[src/rtl/msfd_pkg.sv]
// shared types and constants for the magic sync frame deframer
package msfd_pkg;

  localparam int HDR_LEN    = 28;
  localparam int MAGIC_LEN  = 4;
  localparam int SCAN_LEN   = HDR_LEN - MAGIC_LEN;
  localparam int IDX_W      = $clog2(HDR_LEN);
  localparam int PLEN_W     = 27;
  localparam int CFG_IDX_W  = 2;
  localparam int CFG_DATA_W = 27;

  localparam logic [7:0]  MAGIC_T    = 8'h54;
  localparam logic [7:0]  MAGIC_L    = 8'h4C;
  localparam logic [7:0]  MAGIC_B    = 8'h42;
  localparam logic [7:0]  MAGIC_C    = 8'h43;
  localparam logic [23:0] MAGIC_HEAD = {MAGIC_T, MAGIC_L, MAGIC_B};

  localparam logic [PLEN_W-1:0] MAX_LEN_RST = PLEN_W'(64 * 1024 * 1024);
  localparam logic [7:0]        DIR_RST     = 8'd1;
  localparam logic [15:0]       TOPIC_RST   = 16'd100;

  typedef enum logic [CFG_IDX_W-1:0] {
    CFG_MAX_LEN   = 2'd0,
    CFG_FILTER_EN = 2'd1,
    CFG_ACC_DIR   = 2'd2,
    CFG_ACC_TOPIC = 2'd3
  } cfg_idx_t;

  typedef enum logic [2:0] {
    ST_HUNT,
    ST_HEADER,
    ST_PAYLOAD,
    ST_SCAN_HUNT,
    ST_SCAN_HEADER
  } state_t;

  typedef enum logic {
    REQ_BYTE  = 1'b0,
    REQ_RESET = 1'b1
  } req_t;

  typedef enum logic {
    KIND_HEADER  = 1'b0,
    KIND_PAYLOAD = 1'b1
  } kind_t;

  typedef struct packed {
    logic sel_replay;
    logic win_shift;
    logic win_clear;
    logic magic_load;
    logic store_write;
    logic count_clear;
    logic out_load_hdr;
    logic out_load_pay;
    logic rem_load;
    logic rem_dec;
    logic pass_load;
    logic pass_clear;
    logic replay_clear;
    logic replay_inc;
    logic clear_all;
  } cmd_t;

  typedef struct packed {
    logic magic_hit;
    logic hdr_done;
    logic len_bad;
    logic len_zero;
    logic pass_calc;
    logic frame_pass;
    logic rem_last;
    logic rem_nz;
    logic scan_done;
    logic out_free;
  } sts_t;

endpackage

[src/rtl/msfd_if.sv]
// stream channel interfaces for received bytes and deframed results
interface msfd_rx_if;
  logic       valid;
  logic       ready;
  logic       req_type;
  logic [7:0] rx_byte;

  modport source (output valid, req_type, rx_byte, input ready);
  modport sink (input valid, req_type, rx_byte, output ready);
endinterface

interface msfd_res_if;
  logic        valid;
  logic        ready;
  logic        kind;
  logic [7:0]  version;
  logic [7:0]  direction;
  logic [15:0] topic_num;
  logic [63:0] sequence_res;
  logic [63:0] stamp_raw;
  logic [26:0] body_len;
  logic [7:0]  data_byte;
  logic        last;

  modport source (output valid, kind, version, direction, topic_num, sequence_res,
                  stamp_raw, body_len, data_byte, last, input ready);
  modport sink (input valid, kind, version, direction, topic_num, sequence_res,
                stamp_raw, body_len, data_byte, last, output ready);
endinterface

[src/rtl/magic_sync_frame_deframer.sv]
// top level of the magic sync frame deframer
// Takes one received byte (or a link-reset request) per beat and hunts for the
// magic "TLBC", gathers the 28-byte big-endian header, then emits one header
// result for a frame that passes the direction/topic filter followed by one
// result per payload byte, the last result marked. In the hunt, header and
// payload phases a byte is taken every cycle while the result register has
// room. A header whose length exceeds the limit starts a rescan of its 24 held
// bytes through the header store read port, one byte a cycle, with the input
// stalled. The user writes configuration through cfg_we/cfg_index/cfg_data
// only while the block is idle, which the block does not enforce; link reset keeps it.
module magic_sync_frame_deframer #(
  parameter int LEN_COUNT_BITS = 27
) (
  input  logic                            clk,
  input  logic                            rst,
  input  logic                            cfg_we,
  input  logic [msfd_pkg::CFG_IDX_W-1:0]  cfg_index,
  input  logic [msfd_pkg::CFG_DATA_W-1:0] cfg_data,
  msfd_rx_if.sink                         rx_ch,
  msfd_res_if.source                      res_ch
);
  import msfd_pkg::*;

  cmd_t cmd;
  sts_t sts;

  msfd_ctrl u_ctrl (
    .clk      (clk),
    .rst      (rst),
    .rx_valid (rx_ch.valid),
    .rx_ready (rx_ch.ready),
    .req_type (rx_ch.req_type),
    .sts      (sts),
    .cmd      (cmd)
  );

  msfd_dp #(
    .LEN_COUNT_BITS (LEN_COUNT_BITS)
  ) u_dp (
    .clk          (clk),
    .rst          (rst),
    .cfg_we       (cfg_we),
    .cfg_index    (cfg_index),
    .cfg_data     (cfg_data),
    .rx_byte      (rx_ch.rx_byte),
    .cmd          (cmd),
    .sts          (sts),
    .res_valid    (res_ch.valid),
    .res_ready    (res_ch.ready),
    .kind         (res_ch.kind),
    .version      (res_ch.version),
    .direction    (res_ch.direction),
    .topic_num    (res_ch.topic_num),
    .sequence_res (res_ch.sequence_res),
    .stamp_raw    (res_ch.stamp_raw),
    .body_len     (res_ch.body_len),
    .data_byte    (res_ch.data_byte),
    .last         (res_ch.last)
  );
endmodule

[src/rtl/msfd_dp.sv]
// deframer datapath: match window, header store, counters, config and result register
module msfd_dp #(
  parameter int LEN_COUNT_BITS = 27
) (
  input  logic                         clk,
  input  logic                         rst,
  input  logic                         cfg_we,
  input  logic [msfd_pkg::CFG_IDX_W-1:0]  cfg_index,
  input  logic [msfd_pkg::CFG_DATA_W-1:0] cfg_data,
  input  logic [7:0]                   rx_byte,
  input  msfd_pkg::cmd_t               cmd,
  output msfd_pkg::sts_t               sts,
  output logic                         res_valid,
  input  logic                         res_ready,
  output logic                         kind,
  output logic [7:0]                   version,
  output logic [7:0]                   direction,
  output logic [15:0]                  topic_num,
  output logic [63:0]                  sequence_res,
  output logic [63:0]                  stamp_raw,
  output logic [msfd_pkg::PLEN_W-1:0]  body_len,
  output logic [7:0]                   data_byte,
  output logic                         last
);
  import msfd_pkg::*;

  localparam logic [32:0] CAP = (33'd1 << LEN_COUNT_BITS) - 33'd1;
  localparam logic [LEN_COUNT_BITS-1:0] REM_ONE = LEN_COUNT_BITS'(1);

  logic [PLEN_W-1:0] max_len;
  logic              filter_en;
  logic [7:0]        acc_dir;
  logic [15:0]       acc_topic;

  logic [23:0]               window;
  logic [7:0]                store [HDR_LEN];
  logic [IDX_W-1:0]          count;
  logic [IDX_W-1:0]          replay;
  logic [LEN_COUNT_BITS-1:0] rem;
  logic                      frame_pass;

  logic [IDX_W-1:0] scan_addr;
  logic [7:0]       cur_byte;
  logic [31:0]      len;

  assign scan_addr = replay + IDX_W'(MAGIC_LEN);
  assign cur_byte  = cmd.sel_replay ? store[scan_addr] : rx_byte;
  assign len       = {store[24], store[25], store[26], cur_byte};

  always_comb begin
    sts.magic_hit  = (window == MAGIC_HEAD) && (cur_byte == MAGIC_C);
    sts.hdr_done   = (count == IDX_W'(HDR_LEN - 1));
    sts.len_bad    = ({1'b0, len} > {6'd0, max_len}) || ({1'b0, len} > CAP);
    sts.len_zero   = (len == 32'd0);
    sts.pass_calc  = !filter_en || ((store[5] == acc_dir) &&
                                    ({store[6], store[7]} == acc_topic));
    sts.frame_pass = frame_pass;
    sts.rem_last   = (rem == REM_ONE);
    sts.rem_nz     = |rem;
    sts.scan_done  = (replay == IDX_W'(SCAN_LEN - 1));
    sts.out_free   = !res_valid || res_ready;
  end

  // configuration registers
  always_ff @(posedge clk) begin
    if (rst) begin
      max_len   <= MAX_LEN_RST;
      filter_en <= 1'b1;
      acc_dir   <= DIR_RST;
      acc_topic <= TOPIC_RST;
    end else if (cfg_we) begin
      unique case (cfg_idx_t'(cfg_index))
        CFG_MAX_LEN:   max_len   <= cfg_data[PLEN_W-1:0];
        CFG_FILTER_EN: filter_en <= cfg_data[0];
        CFG_ACC_DIR:   acc_dir   <= cfg_data[7:0];
        CFG_ACC_TOPIC: acc_topic <= cfg_data[15:0];
        default: ;
      endcase
    end
  end

  // framing state
  always_ff @(posedge clk) begin
    if (rst || cmd.clear_all) begin
      window     <= '0;
      count      <= '0;
      replay     <= '0;
      rem        <= '0;
      frame_pass <= 1'b0;
    end else begin
      if (cmd.win_clear) begin
        window <= '0;
      end else if (cmd.win_shift) begin
        window <= {window[15:0], cur_byte};
      end
      if (cmd.count_clear) begin
        count <= '0;
      end else if (cmd.magic_load) begin
        count <= IDX_W'(MAGIC_LEN);
      end else if (cmd.store_write) begin
        count <= count + IDX_W'(1);
      end
      if (cmd.replay_clear) begin
        replay <= '0;
      end else if (cmd.replay_inc) begin
        replay <= replay + IDX_W'(1);
      end
      if (cmd.rem_load) begin
        rem <= len[LEN_COUNT_BITS-1:0];
      end else if (cmd.rem_dec) begin
        rem <= rem - REM_ONE;
      end
      if (cmd.pass_clear) begin
        frame_pass <= 1'b0;
      end else if (cmd.pass_load) begin
        frame_pass <= sts.pass_calc;
      end
    end
  end

  // header store
  always_ff @(posedge clk) begin
    if (cmd.magic_load) begin
      store[0] <= MAGIC_T;
      store[1] <= MAGIC_L;
      store[2] <= MAGIC_B;
      store[3] <= MAGIC_C;
    end else if (cmd.store_write) begin
      store[count] <= cur_byte;
    end
  end

  // result register
  always_ff @(posedge clk) begin
    if (rst) begin
      res_valid <= 1'b0;
    end else if (cmd.out_load_hdr || cmd.out_load_pay) begin
      res_valid <= 1'b1;
    end else if (res_ready) begin
      res_valid <= 1'b0;
    end
  end

  always_ff @(posedge clk) begin
    if (cmd.out_load_hdr) begin
      kind         <= KIND_HEADER;
      version      <= store[4];
      direction    <= store[5];
      topic_num    <= {store[6], store[7]};
      sequence_res <= {store[8], store[9], store[10], store[11],
                       store[12], store[13], store[14], store[15]};
      stamp_raw    <= {store[16], store[17], store[18], store[19],
                       store[20], store[21], store[22], store[23]};
      body_len     <= len[PLEN_W-1:0];
      data_byte    <= '0;
      last         <= sts.len_zero;
    end else if (cmd.out_load_pay) begin
      kind         <= KIND_PAYLOAD;
      version      <= '0;
      direction    <= '0;
      topic_num    <= '0;
      sequence_res <= '0;
      stamp_raw    <= '0;
      body_len     <= '0;
      data_byte    <= cur_byte;
      last         <= sts.rem_last;
    end
  end

  a_load_has_room: assert property (@(posedge clk) disable iff (rst)
    (cmd.out_load_hdr || cmd.out_load_pay) |-> sts.out_free)
    else $error("result loaded over an untaken beat");

  a_count_in_range: assert property (@(posedge clk) disable iff (rst)
    cmd.store_write |-> (count >= IDX_W'(MAGIC_LEN)))
    else $error("header byte written before magic");

  a_rem_counts_down: assert property (@(posedge clk) disable iff (rst)
    (cmd.rem_dec && !cmd.clear_all) |=> (rem == $past(rem) - REM_ONE))
    else $error("payload count did not step");
endmodule

[src/rtl/msfd_ctrl.sv]
// deframer controller: hunt, header, payload and rescan sequencing
module msfd_ctrl (
  input  logic           clk,
  input  logic           rst,
  input  logic           rx_valid,
  output logic           rx_ready,
  input  logic           req_type,
  input  msfd_pkg::sts_t sts,
  output msfd_pkg::cmd_t cmd
);
  import msfd_pkg::*;

  state_t state, state_next;
  logic   accept;

  always_ff @(posedge clk) begin
    if (rst) begin
      state <= ST_HUNT;
    end else begin
      state <= state_next;
    end
  end

  always_comb begin
    cmd        = '0;
    state_next = state;
    rx_ready   = sts.out_free &&
                 (state == ST_HUNT || state == ST_HEADER || state == ST_PAYLOAD);
    accept     = rx_valid && rx_ready;

    unique case (state)
      ST_HUNT, ST_HEADER, ST_PAYLOAD: begin
        if (accept) begin
          if (req_t'(req_type) == REQ_RESET) begin
            cmd.clear_all = 1'b1;
            state_next    = ST_HUNT;
          end else if (state == ST_HUNT) begin
            if (sts.magic_hit) begin
              cmd.magic_load = 1'b1;
              cmd.win_clear  = 1'b1;
              state_next     = ST_HEADER;
            end else begin
              cmd.win_shift = 1'b1;
            end
          end else if (state == ST_HEADER) begin
            cmd.store_write = 1'b1;
            if (sts.hdr_done) begin
              cmd.count_clear = 1'b1;
              if (sts.len_bad) begin
                cmd.win_clear    = 1'b1;
                cmd.replay_clear = 1'b1;
                state_next       = ST_SCAN_HUNT;
              end else begin
                cmd.out_load_hdr = sts.pass_calc;
                if (sts.len_zero) begin
                  cmd.win_clear  = 1'b1;
                  cmd.pass_clear = 1'b1;
                  state_next     = ST_HUNT;
                end else begin
                  cmd.pass_load = 1'b1;
                  cmd.rem_load  = 1'b1;
                  state_next    = ST_PAYLOAD;
                end
              end
            end
          end else begin
            cmd.rem_dec      = 1'b1;
            cmd.out_load_pay = sts.frame_pass;
            if (sts.rem_last) begin
              cmd.win_clear   = 1'b1;
              cmd.count_clear = 1'b1;
              cmd.pass_clear  = 1'b1;
              state_next      = ST_HUNT;
            end
          end
        end
      end
      ST_SCAN_HUNT: begin
        cmd.sel_replay = 1'b1;
        if (sts.magic_hit) begin
          cmd.magic_load = 1'b1;
          cmd.win_clear  = 1'b1;
        end else begin
          cmd.win_shift = 1'b1;
        end
        if (sts.scan_done) begin
          cmd.replay_clear = 1'b1;
          state_next       = sts.magic_hit ? ST_HEADER : ST_HUNT;
        end else begin
          cmd.replay_inc = 1'b1;
          state_next     = sts.magic_hit ? ST_SCAN_HEADER : ST_SCAN_HUNT;
        end
      end
      ST_SCAN_HEADER: begin
        cmd.sel_replay  = 1'b1;
        cmd.store_write = 1'b1;
        if (sts.scan_done) begin
          cmd.replay_clear = 1'b1;
          state_next       = ST_HEADER;
        end else begin
          cmd.replay_inc = 1'b1;
        end
      end
      default: state_next = ST_HUNT;
    endcase
  end

  a_scan_never_fills: assert property (@(posedge clk) disable iff (rst)
    (state == ST_SCAN_HEADER) |-> !sts.hdr_done)
    else $error("rescan completed a header");

  a_payload_count_live: assert property (@(posedge clk) disable iff (rst)
    (state == ST_PAYLOAD) |-> sts.rem_nz)
    else $error("payload phase with nothing left");

  a_reject_starts_scan: assert property (@(posedge clk) disable iff (rst)
    (accept && state == ST_HEADER && req_t'(req_type) == REQ_BYTE &&
     sts.hdr_done && sts.len_bad) |=> (state == ST_SCAN_HUNT))
    else $error("rejected header did not start rescan");
endmodule

[src/flat_wrapper.sv]
// flat-port wrapper written by rule: the top's interface ports become plain ports
module magic_sync_frame_deframer_flat import msfd_pkg::*;
#(
  parameter int LEN_COUNT_BITS = 27
)
  (clk, rst, cfg_we, cfg_index, cfg_data, rx_ch_valid, rx_ch_req_type, rx_ch_rx_byte, rx_ch_ready, res_ch_valid, res_ch_kind, res_ch_version, res_ch_direction, res_ch_topic_num, res_ch_sequence_res, res_ch_stamp_raw, res_ch_body_len, res_ch_data_byte, res_ch_last, res_ch_ready);
  msfd_rx_if rx_ch_i ();
  msfd_res_if res_ch_i ();
  input  logic clk;
  input  logic rst;
  input  logic cfg_we;
  input  logic [msfd_pkg::CFG_IDX_W-1:0] cfg_index;
  input  logic [msfd_pkg::CFG_DATA_W-1:0] cfg_data;
  input wire logic [$bits(rx_ch_i.valid)-1:0] rx_ch_valid;
  input wire logic [$bits(rx_ch_i.req_type)-1:0] rx_ch_req_type;
  input wire logic [$bits(rx_ch_i.rx_byte)-1:0] rx_ch_rx_byte;
  output wire logic [$bits(rx_ch_i.ready)-1:0] rx_ch_ready;
  output wire logic [$bits(res_ch_i.valid)-1:0] res_ch_valid;
  output wire logic [$bits(res_ch_i.kind)-1:0] res_ch_kind;
  output wire logic [$bits(res_ch_i.version)-1:0] res_ch_version;
  output wire logic [$bits(res_ch_i.direction)-1:0] res_ch_direction;
  output wire logic [$bits(res_ch_i.topic_num)-1:0] res_ch_topic_num;
  output wire logic [$bits(res_ch_i.sequence_res)-1:0] res_ch_sequence_res;
  output wire logic [$bits(res_ch_i.stamp_raw)-1:0] res_ch_stamp_raw;
  output wire logic [$bits(res_ch_i.body_len)-1:0] res_ch_body_len;
  output wire logic [$bits(res_ch_i.data_byte)-1:0] res_ch_data_byte;
  output wire logic [$bits(res_ch_i.last)-1:0] res_ch_last;
  input wire logic [$bits(res_ch_i.ready)-1:0] res_ch_ready;
  assign rx_ch_i.valid = rx_ch_valid;
  assign rx_ch_i.req_type = rx_ch_req_type;
  assign rx_ch_i.rx_byte = rx_ch_rx_byte;
  assign rx_ch_ready = rx_ch_i.ready;
  assign res_ch_valid = res_ch_i.valid;
  assign res_ch_kind = res_ch_i.kind;
  assign res_ch_version = res_ch_i.version;
  assign res_ch_direction = res_ch_i.direction;
  assign res_ch_topic_num = res_ch_i.topic_num;
  assign res_ch_sequence_res = res_ch_i.sequence_res;
  assign res_ch_stamp_raw = res_ch_i.stamp_raw;
  assign res_ch_body_len = res_ch_i.body_len;
  assign res_ch_data_byte = res_ch_i.data_byte;
  assign res_ch_last = res_ch_i.last;
  assign res_ch_i.ready = res_ch_ready;
  magic_sync_frame_deframer #(.LEN_COUNT_BITS(LEN_COUNT_BITS)) u_core (.clk(clk), .rst(rst), .cfg_we(cfg_we), .cfg_index(cfg_index), .cfg_data(cfg_data), .rx_ch(rx_ch_i), .res_ch(res_ch_i));
endmodule
[config.mk]
export PLATFORM = sky130hd
export DESIGN_NAME = magic_sync_frame_deframer_flat
export DESIGN_NICKNAME = d
export VERILOG_FILES = /design/src/rtl/msfd_pkg.sv /design/src/rtl/msfd_if.sv /design/src/rtl/magic_sync_frame_deframer.sv /design/src/rtl/msfd_dp.sv /design/src/rtl/msfd_ctrl.sv /design/src/flat_wrapper.sv
export SDC_FILE = /design/constraint.sdc
export NUM_CORES = 1
export LEC_CHECK = 0
export BUFFER_PORTS_ARGS = -buffer_cell sky130_fd_sc_hd__buf_2
export CORE_ASPECT_RATIO = 1.2
export CORE_UTILIZATION = 31
export DETAILED_ROUTE_END_ITERATION = 12
export SLEW_MARGIN = 20
export SYNTH_ARGS = -nofsm -noshare
export SYNTH_HDL_FRONTEND = slang
export SYNTH_HIERARCHICAL = 1
export SYNTH_SLANG_ARGS = --single-unit
[constraint.sdc]
create_clock -name clk -period 13.6 [get_ports clk]
set_input_delay 1.36 -clock clk [delete_from_list [all_inputs] [get_ports clk]]
set_output_delay 1.36 -clock clk [all_outputs]
set_load 0.01 [all_outputs]
Word level (Yosys, flattened, before mapping):

Memories as Yosys holds them, arrays and structs flattened.
Cells that the tools add are included.

* memories: 1
* word-level logic and storage cells: 162
* register bits: 315
* memory bits (writable): 224
* input port bits: 43

* add/sub/neg operators: 4
* eq/ne operators: 19
* reduce and logical (&&, ||, !) cells: 33
* magnitude comparators: 2
* muxes and demuxes: 82

Memories
* u_core.u_dp.store: words 28, bits a word 8, rd ports 24, clocked after memory_dff 0, write ports 4, RTL line msfd_dp.sv:36 `logic [7:0] store [HDR_LEN];`

Operators by type and width (number)
* 64-bit 2-to-1 mux: 3
* 27-bit 2-to-1 mux: 4
* 3-bit 2-to-1 mux: 14
* 1-bit 2-to-1 mux: 41
* 8-bit 2-to-1 mux: 5
* 32-bit by 27-bit greater-than comparator with 1-bit output: 1
* 32-bit by 27-bit greater-than comparator with 1-bit output, second input constant: 1
* 32-bit logical NOT: 1
* 16-bit 2-to-1 mux: 2
* 27-bit by 1-bit equality test with 1-bit output, second input constant: 1
* 27-bit by 1-bit subtractor with 27-bit output, second input constant: 1
* 24-bit by 23-bit equality test with 1-bit output, second input constant: 1
* 12-bit 2-to-1 mux: 2
* 16-bit equality test: 1
* 5-bit by 1-bit adder with 5-bit output, second input constant: 2
* 5-bit equality test, second input constant: 2
* 5-bit by 4-bit inequality test with 1-bit output, second input constant: 2
* 2-bit OR reduction: 5
* 9-bit 2-to-1 mux: 1
* 3-bit case mux with 3 select lines: 1
* 8-bit by 7-bit equality test with 1-bit output, second input constant: 1
* 8-bit equality test: 1
* 2-bit 2-to-1 mux: 4
* 2-bit AND reduction: 4
* 22 further kinds: 39

Logic depth before layout (Yosys ltp):

* depth in word-level cells: 18
* mapped depth: 27
* gate-level depth less buffers: 23

Hierarchy:

Netlist, hierarchy kept.

Modules (own cells, without submodules)
* msfd_dp: sequential area each 15815.2 µm², area each 23437.5 µm², cells each 1707, times used 1
* msfd_ctrl: sequential area each 60.1 µm², area each 606.8 µm², cells each 82, times used 1

Worst setup path after synthesis:

OpenSTA, ideal clock, no wires.

* kind: register to register
* start: reg u_core.u_dp.replay[0]
* end: reg u_core/u_dp/body_len[0] (netlist name), enable pin
* data required time: 13060 ps
* buffers on the path: 5
* clock period less this slack: 8973 ps
* slack: 4627 ps
* data arrival time: 8433 ps
* library setup time: 540 ps
* stages on the path, launching flop included: 24
* path through: dfxtp_1 > buf_6 > buf_8 > buf_6 > mux4_2 > a2111oi_1 > nor4_1 > mux2i_2 > inv_1 > ha_1 > nor2b_1 > o21a_1 > o21a_1 > o21a_1 > o21a_1 > o21a_1 > o21bai_1 > a2bb2oi_1 > nor2_1 > and3_1 > clkbuf_1 > clkbuf_1 > nor2_1 > inv_1

RTL lines
* from (decl): RTL line msfd_dp.sv:38 `logic [IDX_W-1:0] replay;`
* from (signal assigned): RTL line msfd_dp.sv:106 `replay <= replay + IDX_W'(1);`
* to (signal assigned): RTL line msfd_dp.sv:154 `body_len <= len[PLEN_W-1:0];`
* to (decl): RTL line msfd_dp.sv:21 `output logic [msfd_pkg::PLEN_W-1:0] body_len,`

==> run_results.csv <==
group,metric,value,unit
place,dp_cells,2978,
detailed_routing,drt_iter0_drc,979,
global_routing,grt-busiest-layer,"met2",
cts,h-tree-depth,2,
global_routing,grt_max_degree,107,
layout,syn2layout_area_growth,15.9,%
synthesis,syn_nets,1869,
floorplan,rows,111,
global_routing,grt_antenna_before_repair,2,
critical_path,worstPathRequired,13810,ps
layout,final_cell_mix,"444 x edfxtp_1, 241 x buf_2, 186 x and2_1",
place,place.gp.congestion,0.870,
layout,stdcell_count,3076,
sta,min_period,8530,ps
critical_path,rrSetupSlack,5070,ps
layout,nets,2096,
sta,max_slew_margin,27.2,%
cts,holdBufCountCts,0,
floorplan,io_pins,242,
critical_path,critPathArrivalTime,8740,ps
global_routing,overflow,0,
critical_path,cp-end-kind,"flop",
sta,fin_crit_sh,62.7,%
job,maxCapViolCount,0,
detailed_routing,drt_first_pass_iters,8,
cts,cts_buffers,52,
detailed_routing,wire_per_inst,22.2,um
critical_path,crit_path_start_kind,"flop",
power,cellLeakagePower,8.87,nW
floorplan,initial_core_util,31.4,%
cts,clock_latency,590,ps
detailed_routing,post-route-drc-count,0,
sta,rsz0062_at_grt,"false",
floorplan,dieHeight,307,um
sta,final.setup.tns,0,ps
sta,max_freq,117,MHz
floorplan,die_width,256,um
place,io_buffers,241,
place,place_ws,4970,ps
layout,num_antenna_cells,0,
place,post-dp-hpwl,48300,um
sta,worst_slew_pin_slew,1090,ps
cts,cts_root_buf,"clkbuf_16",
critical_path,crit_type,"flop to flop",
sta,setup_ws,5070,ps
sta,finalClockSkew,26.9,ps
synthesis,yosys_warnings,6,
floorplan,dieArea,0.0787,mm^2
detailed_routing,vias,15000,
layout,drive_gt1_share,20.1,%
global_routing,use_met3,3.12,%
cts,cts_buffer_depth,3,
detailed_routing,wl,68400,um
cts,path_clk_slew,70,ps
sta,slew_violations,0,
floorplan,core,0.0765,mm^2
global_routing,met2_usage,31.5,%
status,outcome,"finished clean",
global_routing,use_met1,19.4,%
power,cellPowerDensity,120,mW/mm^2
cts,cts_resized,0,
critical_path,critPathMaxFanout,106,
cts,clkSinkCount,571,
global_routing,first_global_vias,15500,
sta,fin_hold_ws,457,ps
global_routing,grt_util_all_layers,17.1,%
cts,cts_tree,"done",
min_path,hp-class,"flop to flop",
detailed_routing,vias_per_cell,4.86,
layout,final_common_cell,"edfxtp_1",
sta,hold_viol,0,
cts,cts_setup_buffers,0,
detailed_routing,ant_nets,0,
power,ir_drop,0.0827,mV
synthesis,syn_area,0.0240,mm^2
sta,finalSetupViolations,0,
synthesis,avgSynthCellArea,13.4,um^2
global_routing,grt_pass1_wl,100000,um
synthesis,synthCells,1788,
## worst paths after layout
path / startpoint / cells after the start / endpoint
max reg2reg: u_core/u_dp/replay[0] / 22 / u_core/u_dp/sequence_res[19]
min reg2reg: u_core/u_dp/max_len[18] / 2 / u_core/u_dp/max_len[18]
min: u_core/u_dp/max_len[18] / 2 / u_core/u_dp/max_len[18]
max: u_core/u_dp/replay[0] / 22 / u_core/u_dp/sequence_res[19]
## area by class of cell
type	count	area [um^2]
clock buffer	71	1410
clock inverter	27	178
inverter	49	189
sequential	571	15900
timing repair buffer	268	1410
tap	1017	1270
fill	7328	48700
multi-input combinational	1073	7520
## registers in the layout (all words and copies together), names as in the netlist, 3 cells and up
register and cells:
u_core/u_dp/body_len 27, u_core/u_dp/replay 5, u_core/u_dp/data_byte 8, u_core/u_dp/count 5
u_core/u_dp/store 256, u_core/u_dp/acc_dir 8, u_core/u_dp/direction 8, u_core/u_dp/stamp_raw 64
u_core/u_dp/rem 27, u_core/u_dp/sequence_res 64, u_core/u_dp/version 8, u_core/u_dp/max_len 27
u_core/u_ctrl/state 3, u_core/u_dp/acc_topic 16, u_core/u_dp/window 24, u_core/u_dp/topic_num 16
## power by group
group	switching (W)	internal (W)	total, W
registers	0.00000601	0.00187	0.00188
logic	0.0000575	0.0000256	0.0000831
clock network	0.000644	0.000751	0.00139
total	0.000707	0.00265	0.00336
## critical path: stages, from the launching register on
cell       delay, ps
dfxtp_4          600
buf_4            630
mux4_2           590
nor2b_1          150
a2111oi_1        620
nor4_1           110
mux2i_2          590
inv_1            320
buf_4            310
ha_1             310
nor2b_1          130
o21a_1           160
o21a_1           160
o21a_1           160
o21a_1           160
o21a_1           170
o21bai_1         130
a2bb2oi_1        190
nor2_1           270
and3_4           780
nor2_1           240
inv_6            440
buf_4            700
## metal layers
metal,part of all wire (%),wire length (um),vias up
li1,-,-,6934
met1,39,26400,7425
met2,52,35900,473
met3,5.3,3600,128
met4,3.6,2490,4
met5,0.032,22,-
## metrics by stage
| step | area (um^2) | total power, W | util (%) |
|---|---|---|---|
| 2_1_floorplan | 24000 | 0.00196 | - |
| 3_3_place_gp | 26300 | 0.00200 | 34.3 |
| 3_5_place_dp | 26300 | 0.00200 | 34.3 |
| 4_1_cts | 27900 | 0.00339 | 36.4 |
| 5_1_grt | 27900 | 0.00346 | 36.4 |
| 6_report | 27900 | 0.00336 | 36.4 |
No activity file was read; power rests on OpenSTA's default activity.
